===== src/hdl/tlc_pkg.sv =====
// Shared types and constants of the two-level cache tag controller.
package tlc_pkg;

    typedef struct packed {
        logic        func;
        logic [31:0] address;
    } req_t;

    typedef struct packed {
        logic       l1_hit;
        logic [2:0] l1_way;
        logic       l1_writeback;
        logic       l2_write_done;
        logic       l2_write_hit;
        logic       l2_write_evict;
        logic       l2_read_done;
        logic       l2_read_hit;
        logic       l2_read_evict;
    } rsp_t;

    typedef struct packed {
        logic [3:0] offset_bits;
        logic [3:0] index_bits;
        logic [3:0] ways;
        logic       fifo;
    } lvl_cfg_t;

    typedef struct packed {
        logic start;
        logic is_write;
    } lvl_cmd_t;

    typedef struct packed {
        logic ready;
        logic done;
        logic hit;
        logic evict;
    } lvl_sts_t;

    localparam logic [2:0] REG_OFFSET_BITS      = 3'd0;
    localparam logic [2:0] REG_L1_INDEX_BITS    = 3'd1;
    localparam logic [2:0] REG_L1_WAYS          = 3'd2;
    localparam logic [2:0] REG_L2_ENABLE        = 3'd3;
    localparam logic [2:0] REG_L2_INDEX_BITS    = 3'd4;
    localparam logic [2:0] REG_L2_WAYS          = 3'd5;
    localparam logic [2:0] REG_REPLACEMENT_MODE = 3'd6;

    localparam logic [3:0] RST_OFFSET_BITS   = 4'd5;
    localparam logic [3:0] RST_L1_INDEX_BITS = 4'd6;
    localparam logic [3:0] RST_L1_WAYS       = 4'd2;
    localparam logic       RST_L2_ENABLE     = 1'b1;
    localparam logic [3:0] RST_L2_INDEX_BITS = 4'd8;
    localparam logic [3:0] RST_L2_WAYS       = 4'd4;
    localparam logic       RST_REPL_MODE     = 1'b0;

endpackage


===== src/hdl/tlc_ctrl.sv =====
// Sequencer: configuration registers, access state machine and result register.
module tlc_ctrl #(
    parameter int MAX_WAYS  = 8,
    parameter int ADDR_BITS = 32
) (
    input  logic                     clk,
    input  logic                     rst_n,
    input  logic                     req_valid,
    output logic                     req_stall,
    input  tlc_pkg::req_t            req,
    output logic                     rsp_valid,
    input  logic                     rsp_stall,
    output tlc_pkg::rsp_t            rsp,
    input  logic                     cfg_valid,
    output logic                     cfg_ready,
    input  logic [2:0]               cfg_index,
    input  logic [3:0]               cfg_data,
    output tlc_pkg::lvl_cfg_t        l1_cfg,
    output tlc_pkg::lvl_cfg_t        l2_cfg,
    output tlc_pkg::lvl_cmd_t        l1_cmd,
    output tlc_pkg::lvl_cmd_t        l2_cmd,
    input  tlc_pkg::lvl_sts_t        l1_sts,
    input  tlc_pkg::lvl_sts_t        l2_sts,
    input  logic [(MAX_WAYS > 1 ? $clog2(MAX_WAYS) : 1)-1:0] l1_way,
    input  logic [ADDR_BITS-1:0]     l1_vaddr,
    output logic [ADDR_BITS-1:0]     l1_addr,
    output logic [ADDR_BITS-1:0]     l2_addr
);

    localparam logic [2:0] S_IDLE = 3'd0;
    localparam logic [2:0] S_L1   = 3'd1;
    localparam logic [2:0] S_L2W  = 3'd2;
    localparam logic [2:0] S_L2R  = 3'd3;
    localparam logic [2:0] S_FIN  = 3'd4;

    logic [2:0]           state_reg, state_next;
    logic [3:0]           offset_reg, l1_ib_reg, l1_ways_reg, l2_ib_reg, l2_ways_reg;
    logic                 l2_en_reg, mode_reg;
    logic [ADDR_BITS-1:0] addr_reg;
    tlc_pkg::rsp_t        flags_reg;
    tlc_pkg::rsp_t        rsp_reg;
    logic                 rsp_valid_reg;
    logic                 accept;
    logic [63:0]          req_addr64;
    logic [31:0]          way32;
    logic                 rsp_free;

    assign cfg_ready  = 1'b1;
    assign req_stall  = (state_reg != S_IDLE) || !l1_sts.ready || !l2_sts.ready;
    assign accept     = req_valid && !req_stall;
    assign req_addr64 = 64'(req.address);
    assign l1_addr    = req_addr64[ADDR_BITS-1:0];
    assign way32      = 32'(l1_way);
    assign rsp_free   = !rsp_valid_reg || !rsp_stall;

    assign l1_cfg = '{offset_bits: offset_reg, index_bits: l1_ib_reg,
                      ways: l1_ways_reg, fifo: mode_reg};
    assign l2_cfg = '{offset_bits: offset_reg, index_bits: l2_ib_reg,
                      ways: l2_ways_reg, fifo: mode_reg};

    // At the end of the first-level lookup the second level starts with the victim
    // write when there is one, otherwise directly with the read of the missing block.
    assign l2_addr = (state_reg == S_L1 && l1_sts.evict) ? l1_vaddr : addr_reg;

    always_comb
    begin
        state_next      = state_reg;
        l1_cmd.start    = accept;
        l1_cmd.is_write = req.func;
        l2_cmd.start    = 1'b0;
        l2_cmd.is_write = 1'b0;
        unique case (state_reg)
            S_IDLE:
            begin
                if (accept)
                    state_next = S_L1;
            end
            S_L1:
            begin
                if (l1_sts.done)
                begin
                    if (l1_sts.hit || !l2_en_reg)
                        state_next = S_FIN;
                    else if (l1_sts.evict)
                    begin
                        l2_cmd.start    = 1'b1;
                        l2_cmd.is_write = 1'b1;
                        state_next      = S_L2W;
                    end
                    else
                    begin
                        l2_cmd.start = 1'b1;
                        state_next   = S_L2R;
                    end
                end
            end
            S_L2W:
            begin
                if (l2_sts.done)
                begin
                    l2_cmd.start = 1'b1;
                    state_next   = S_L2R;
                end
            end
            S_L2R:
            begin
                if (l2_sts.done)
                    state_next = S_FIN;
            end
            S_FIN:
            begin
                if (rsp_free)
                    state_next = S_IDLE;
            end
            default:
            begin
                state_next = S_IDLE;
            end
        endcase
    end

    always_ff @(posedge clk)
    begin
        if (accept)
        begin
            addr_reg  <= l1_addr;
            flags_reg <= '0;
        end
        if (state_reg == S_L1 && l1_sts.done)
        begin
            flags_reg.l1_hit       <= l1_sts.hit;
            flags_reg.l1_way       <= way32[2:0];
            flags_reg.l1_writeback <= l1_sts.evict;
        end
        if (state_reg == S_L2W && l2_sts.done)
        begin
            flags_reg.l2_write_done  <= 1'b1;
            flags_reg.l2_write_hit   <= l2_sts.hit;
            flags_reg.l2_write_evict <= l2_sts.evict;
        end
        if (state_reg == S_L2R && l2_sts.done)
        begin
            flags_reg.l2_read_done  <= 1'b1;
            flags_reg.l2_read_hit   <= l2_sts.hit;
            flags_reg.l2_read_evict <= l2_sts.evict;
        end
        if (state_reg == S_FIN && rsp_free)
            rsp_reg <= flags_reg;
    end

    always_ff @(posedge clk or negedge rst_n)
    begin
        if (!rst_n)
        begin
            state_reg     <= S_IDLE;
            rsp_valid_reg <= 1'b0;
            offset_reg    <= tlc_pkg::RST_OFFSET_BITS;
            l1_ib_reg     <= tlc_pkg::RST_L1_INDEX_BITS;
            l1_ways_reg   <= tlc_pkg::RST_L1_WAYS;
            l2_en_reg     <= tlc_pkg::RST_L2_ENABLE;
            l2_ib_reg     <= tlc_pkg::RST_L2_INDEX_BITS;
            l2_ways_reg   <= tlc_pkg::RST_L2_WAYS;
            mode_reg      <= tlc_pkg::RST_REPL_MODE;
        end
        else
        begin
            state_reg <= state_next;
            if (state_reg == S_FIN && rsp_free)
                rsp_valid_reg <= 1'b1;
            else if (rsp_valid_reg && !rsp_stall)
                rsp_valid_reg <= 1'b0;
            if (cfg_valid && cfg_ready)
            begin
                unique case (cfg_index)
                    tlc_pkg::REG_OFFSET_BITS:      offset_reg  <= cfg_data;
                    tlc_pkg::REG_L1_INDEX_BITS:    l1_ib_reg   <= cfg_data;
                    tlc_pkg::REG_L1_WAYS:          l1_ways_reg <= cfg_data;
                    tlc_pkg::REG_L2_ENABLE:        l2_en_reg   <= cfg_data[0];
                    tlc_pkg::REG_L2_INDEX_BITS:    l2_ib_reg   <= cfg_data;
                    tlc_pkg::REG_L2_WAYS:          l2_ways_reg <= cfg_data;
                    tlc_pkg::REG_REPLACEMENT_MODE: mode_reg    <= cfg_data[0];
                    default:
                    begin
                    end
                endcase
            end
        end
    end

    assign rsp_valid = rsp_valid_reg;
    assign rsp       = rsp_reg;

endmodule


===== config.mk =====
export PLATFORM = sky130hd
export DESIGN_NAME = tlc_ctrl
export DESIGN_NICKNAME = d
export VERILOG_FILES = /design/src/hdl/tlc_pkg.sv /design/src/hdl/tlc_ctrl.sv
export SDC_FILE = /design/constraint.sdc
export NUM_CORES = 1
export LEC_CHECK = 0
export ABC_CLOCK_PERIOD_IN_PS = 2750
export BUFFER_PORTS_ARGS = -buffer_cell sky130_fd_sc_hd__buf_2
export CAP_MARGIN = 20
export CORE_MARGIN = 2
export CORE_UTILIZATION = 45
export CTS_CLUSTER_DIAMETER = 120
export CTS_CLUSTER_SIZE = 20
export DETAILED_ROUTE_END_ITERATION = 10
export PLACE_DENSITY = 0.83
export SLEW_MARGIN = 0
export SYNTH_ARGS = -nofsm -noshare
export SYNTH_HDL_FRONTEND = slang
export SYNTH_SLANG_ARGS = --single-unit

===== constraint.sdc =====
create_clock -name clk -period 2.75 [get_ports clk]
set_input_delay 0.4125 -clock clk [delete_from_list [all_inputs] [get_ports clk]]
set_output_delay 0.4125 -clock clk [all_outputs]
set_load 0.05 [all_outputs]

### Word-level counts from Yosys, hierarchy flattened

Cells that the tools add are included.

| storage, ports and cells | value |
|---|---|
| register bits after elaboration | 80 |
| input port bits | 88 |
| output and inout bits | 108 |
| word-level logic and storage cells | 96 |

| operators by class | value |
|---|---|
| equality and inequality tests | 15 |
| multiplexer cells | 21 |
| reductions and logical operators | 32 |

Operators with widths:

| cell | number |
|---|---|
| 32-bit two-way mux | 1 |
| 3-bit two-way mux | 6 |
| 3-bit case mux with 5 select lines | 1 |
| 2-bit AND reduction | 7 |
| 3-bit by 2-bit == test with 1-bit output (second input constant) | 4 |
| 3-bit == test (second input constant) | 4 |
| 11-bit two-way mux | 1 |
| 2-bit inequality test (second input constant) | 5 |
| 2-bit two-way mux | 4 |
| 2-bit nonzero test | 4 |
| 1-bit logical AND | 7 |
| 3-bit by 1-bit == test with 1-bit output (second input constant) | 2 |
| 1-bit logical NOT | 6 |
| 3-bit logical NOT | 2 |
| 1-bit two-way mux | 6 |
| 5-bit two-way mux | 1 |
| 5-bit AND reduction | 1 |
| 1-bit logical OR | 4 |
| 3-bit nonzero test | 1 |
| 1-bit case mux with 2 select lines | 1 |

### Logic depth before layout (Yosys ltp)

| logic depth | value |
|---|---|
| depth after elaboration | 7 |
| mapped depth | 4 |
| gate-level depth less buffers | 3 |

### Worst setup path after synthesis

No wires, ideal clock.

| timing path | value |
|---|---|
| kind | register to output |
| start | register state_reg[1] |
| end | output l2_cmd[1] in the netlist's numbering |
| arrival time | 1.879 ns |
| data required time | 2.338 ns |
| setup slack | 0.459 ns |
| cell stages (with the launch flop) | 4 |
| buffers on the path | 0 |
| cell sequence | dfrtp_1 nor2b_1 nand3b_1 o21ai_0 |

RTL lines:

| what | RTL line | text |
|---|---|---|
| start: declaration | tlc_ctrl.sv:36 | `logic [2:0] state_reg, state_next;` |
| start signal: assignment | tlc_ctrl.sv:167 | `state_reg <= state_next;` |
| end: declaration | tlc_ctrl.sv:21 | `output tlc_pkg::lvl_cmd_t l2_cmd,` |

### Worst setup path after layout

| timing path | value |
|---|---|
| start | register state_reg[2] |
| end | output l2_addr[28] |

| on the way | value |
|---|---|
| longest elaborated chain between the ends | 3 |

Ends and longest elaborated chain:

| what | RTL line | text |
|---|---|---|
| 3-bit by 1-bit == test with 1-bit output | tlc_ctrl.sv:63 | `assign l2_addr = (state_reg == S_L1 && l1_sts.evict) ? l1_vaddr : addr_reg;` |
| 1-bit logical AND | tlc_ctrl.sv:63 |  |
| 32-bit two-way mux | tlc_ctrl.sv:63 |  |
| end: declaration | tlc_ctrl.sv:27 | `output logic [ADDR_BITS-1:0] l2_addr` |

Every way passes these cells.

==> results.sh <==
export IMPL_cpMaxStageDelayCell="dfrtp_1"
export IMPL_gr_total_overflow=0
export IMPL_final_period_utilization_pct=94.1
export IMPL_synth_area_top_cells="edfxtp_1 44%, mux2_2 17%, dfrtp_1 13%, buf_4 8.6%, dfstp_2 5.9%"
export IMPL_finClkSkew_ns=0.00542
export IMPL_synth_area_leader_cell="edfxtp_1"
export IMPL_grt_pass1_vias=2327
export IMPL_max_stage_delay_ns=0.44
export IMPL_crit_type="register to primary output"
export IMPL_fin_setup_tns_ns=0
export IMPL_critPathTopFamily="buffers and inverters"
export IMPL_muxShareOfSynthArea_pct=17.1
export IMPL_fp_row_count=32
export IMPL_hp_class="input pin to asynchronous set/reset pin"
export IMPL_critPathMaxFanout=34
export IMPL_cts_setup_buffers=0
export IMPL_wirelength_um=7770
export IMPL_start_util_pct=46.4
export IMPL_fmax_mhz=387
export IMPL_dp_hpwl_um=6160
export IMPL_antenna_left=0
export IMPL_core_area_sq_um=7690
export IMPL_synth_compound_area_share_pct=1.86
export IMPL_cts_repair_resized=0
export IMPL_synth_top_family_by_area="multiplexers"
export IMPL_first_pass_iters=4
export IMPL_crit_arrival_ns=2.17
export IMPL_die_w_um=93.0
export IMPL_gp_routability_congestion=0.752
export IMPL_crit_buf_inv=2
export IMPL_yosys_area_share_simple_pct=7.79
export IMPL_synth_top_area_share_pct=43.8
export IMPL_dieHeight_um=93.0
export IMPL_synth_edf_count=52
export IMPL_async_flop_share_pct=32.5
export IMPL_drive_gt1_share_pct=69.5
export IMPL_wl_per_cell_um=15.5
export IMPL_ios=196
export IMPL_grt_max_degree=35
export IMPL_cp_start_kind="register"
export IMPL_synth_fa_ha_area_share_pct=0
export IMPL_maxCapViolations=0
export IMPL_synth_seq_cells=80
export IMPL_whs_ns=0.0559
export IMPL_power_density_nw_per_um2=888
export IMPL_largest_reg_flops=32
export IMPL_cts_hold_buf=0
export IMPL_synth_area_sq_um=3560
export IMPL_hold_viol_final=0
export IMPL_grt_pass1_wl_um=11300
export IMPL_status="finished, final reports clean"
export IMPL_path_clk_slew_ns=0.08
export IMPL_vias=2383
export IMPL_clk_latency_ns=0.34
export IMPL_drc=0
export IMPL_cts_root_buffer="clkbuf_8"
export IMPL_design_die_area_sq_um=8650
export IMPL_cts_num_sinks=80
export IMPL_grt_use_total_pct=17.1
export IMPL_antenna_found_initial=0
export IMPL_cts_buffers=9
export IMPL_nets=483
export IMPL_ys_warn_count=0
export IMPL_cts_tree="yes"
export IMPL_slew_headroom_pct=59.5
export IMPL_finalSetupViolations=0
export IMPL_layout_common_cells="192 x buf_2, 54 x mux2_2, 52 x edfxtp_1"
export IMPL_syn_to_final_growth_pct=26.9
export IMPL_diodes=0
export IMPL_final_common_cell="buf_2"
export IMPL_first_iter_violations=86
export IMPL_synth_cells=233
export IMPL_htree_num_levels=3
export IMPL_syn_nets=321
export IMPL_slew_viol_final=0
export IMPL_worstMarginPinSlew_ns=0.602
export IMPL_total_leakage_power_nw=2.04
export IMPL_fin_crit_ns=2.59
export IMPL_grt_setup_unrepaired="false"
export IMPL_ys_flop_type="edfxtp_1"
export IMPL_clockBufferDepth=2
export IMPL_end_kind="primary output"
export IMPL_peakVddDrop_mv=0.515
export IMPL_crit_chain="nand2b_4 -> nor3b_4 -> buf_4 -> mux2_2 -> buf_2"
export IMPL_worstPathRequired_ns=2.34
export IMPL_synth_avg_cell_area_sq_um=15.3
export IMPL_ys_seq_area_share_pct=63.5
export IMPL_synth_cell_types=33
export IMPL_vias_per_cell=4.75
export IMPL_synth_xor_xnor_area_share_pct=0
export IMPL_port_buffers=192
-- path summary, 6_finish.rpt --
kind,startpoint,cells past startpoint,slack (ns),to
hold reg to reg,flags_reg[9],0,0.42,rsp[9]
min in group clk,req[15],1,0.26,addr_reg[15]
setup / recovery,state_reg[2],5,0.16,l2_addr[28]
max in group asynchronous,rst_n,1,2.30,l1_ways_reg[1]
hold / removal,rst_n,1,0.06,l2_ways_reg[1]
setup reg to reg,state_reg[1],4,0.85,addr_reg[28]
-- report_power, final --
part           switching, mW  leakage (nW)  internal [mW]
registers              0.104         0.800           1.53
logic                   1.16          1.14          0.415
clock network          0.392         0.102          0.414
total                   1.66          2.04           2.36
-- metal layers --
layer | global-route usage (%) | vias up | part of all wire [%]
li1 | - | 1123 | -
met1 | 21.4 | 1153 | 40
met2 | 30.0 | 98 | 54
met3 | 2.74 | 9 | 5.2
met4 | 6.62 | 0 | 1.4
met5 | 0 | - | 0
-- layout make-up --
cell class                      count  area (sq um)
Tap cell                          102           128
Timing Repair Buffer              195           983
Inverter                            1          3.75
Sequential cell                    80          2260
Clock inverter                      3          15.0
Fill cell                         649          3170
Multi-Input combinational cell    108           956
Clock buffer                       13           174
-- Yosys cell counts (2+ instances only) --
cell type,n
nor3b_2,2
nor3_1,2
mux2_2,54
buf_4,41
dfstp_2,8
and2_1,10
a21o_1,2
dfrtp_1,18
o21ai_0,2
edfxtp_1,52
nor2_1,4
dfxtp_1,2
buf_6,3
nand2b_1,2
nand4b_1,2
nand2_1,9
nor2b_1,3
a21oi_1,2
-- stage by stage --
stage | setup slack, ns | total power [mW] | util, % | cells | cell area [sq um]
floorplan | 0.459 | 2.93 | - | 233 | 3560
global placement | 0.595 | 3.20 | 56.4 | 486 | 4330
detailed placement | 0.526 | 3.24 | 56.4 | 486 | 4330
CTS | 0.150 | 4.05 | 58.8 | 502 | 4520
global route | 0.0782 | 4.18 | 58.8 | 502 | 4520
finish | 0.163 | 4.01 | 58.8 | 502 | 4520
-- worst register-to-register path: stages, from the launching register on --
cell and delay [ns]:
dfrtp_1 0.48, nor2_1 0.23, nand4_1 0.31, inv_1 0.15, buf_4 0.37
-- logic make-up after synthesis --
kind of cell / Yosys count
AND/OR/NAND/NOR: 43
buffers and inverters: 45
multiplexers: 54
AO/OA/AOI/OAI: 10
flip-flops: 80
other: 1
Power figures use the tool's default switching activity.
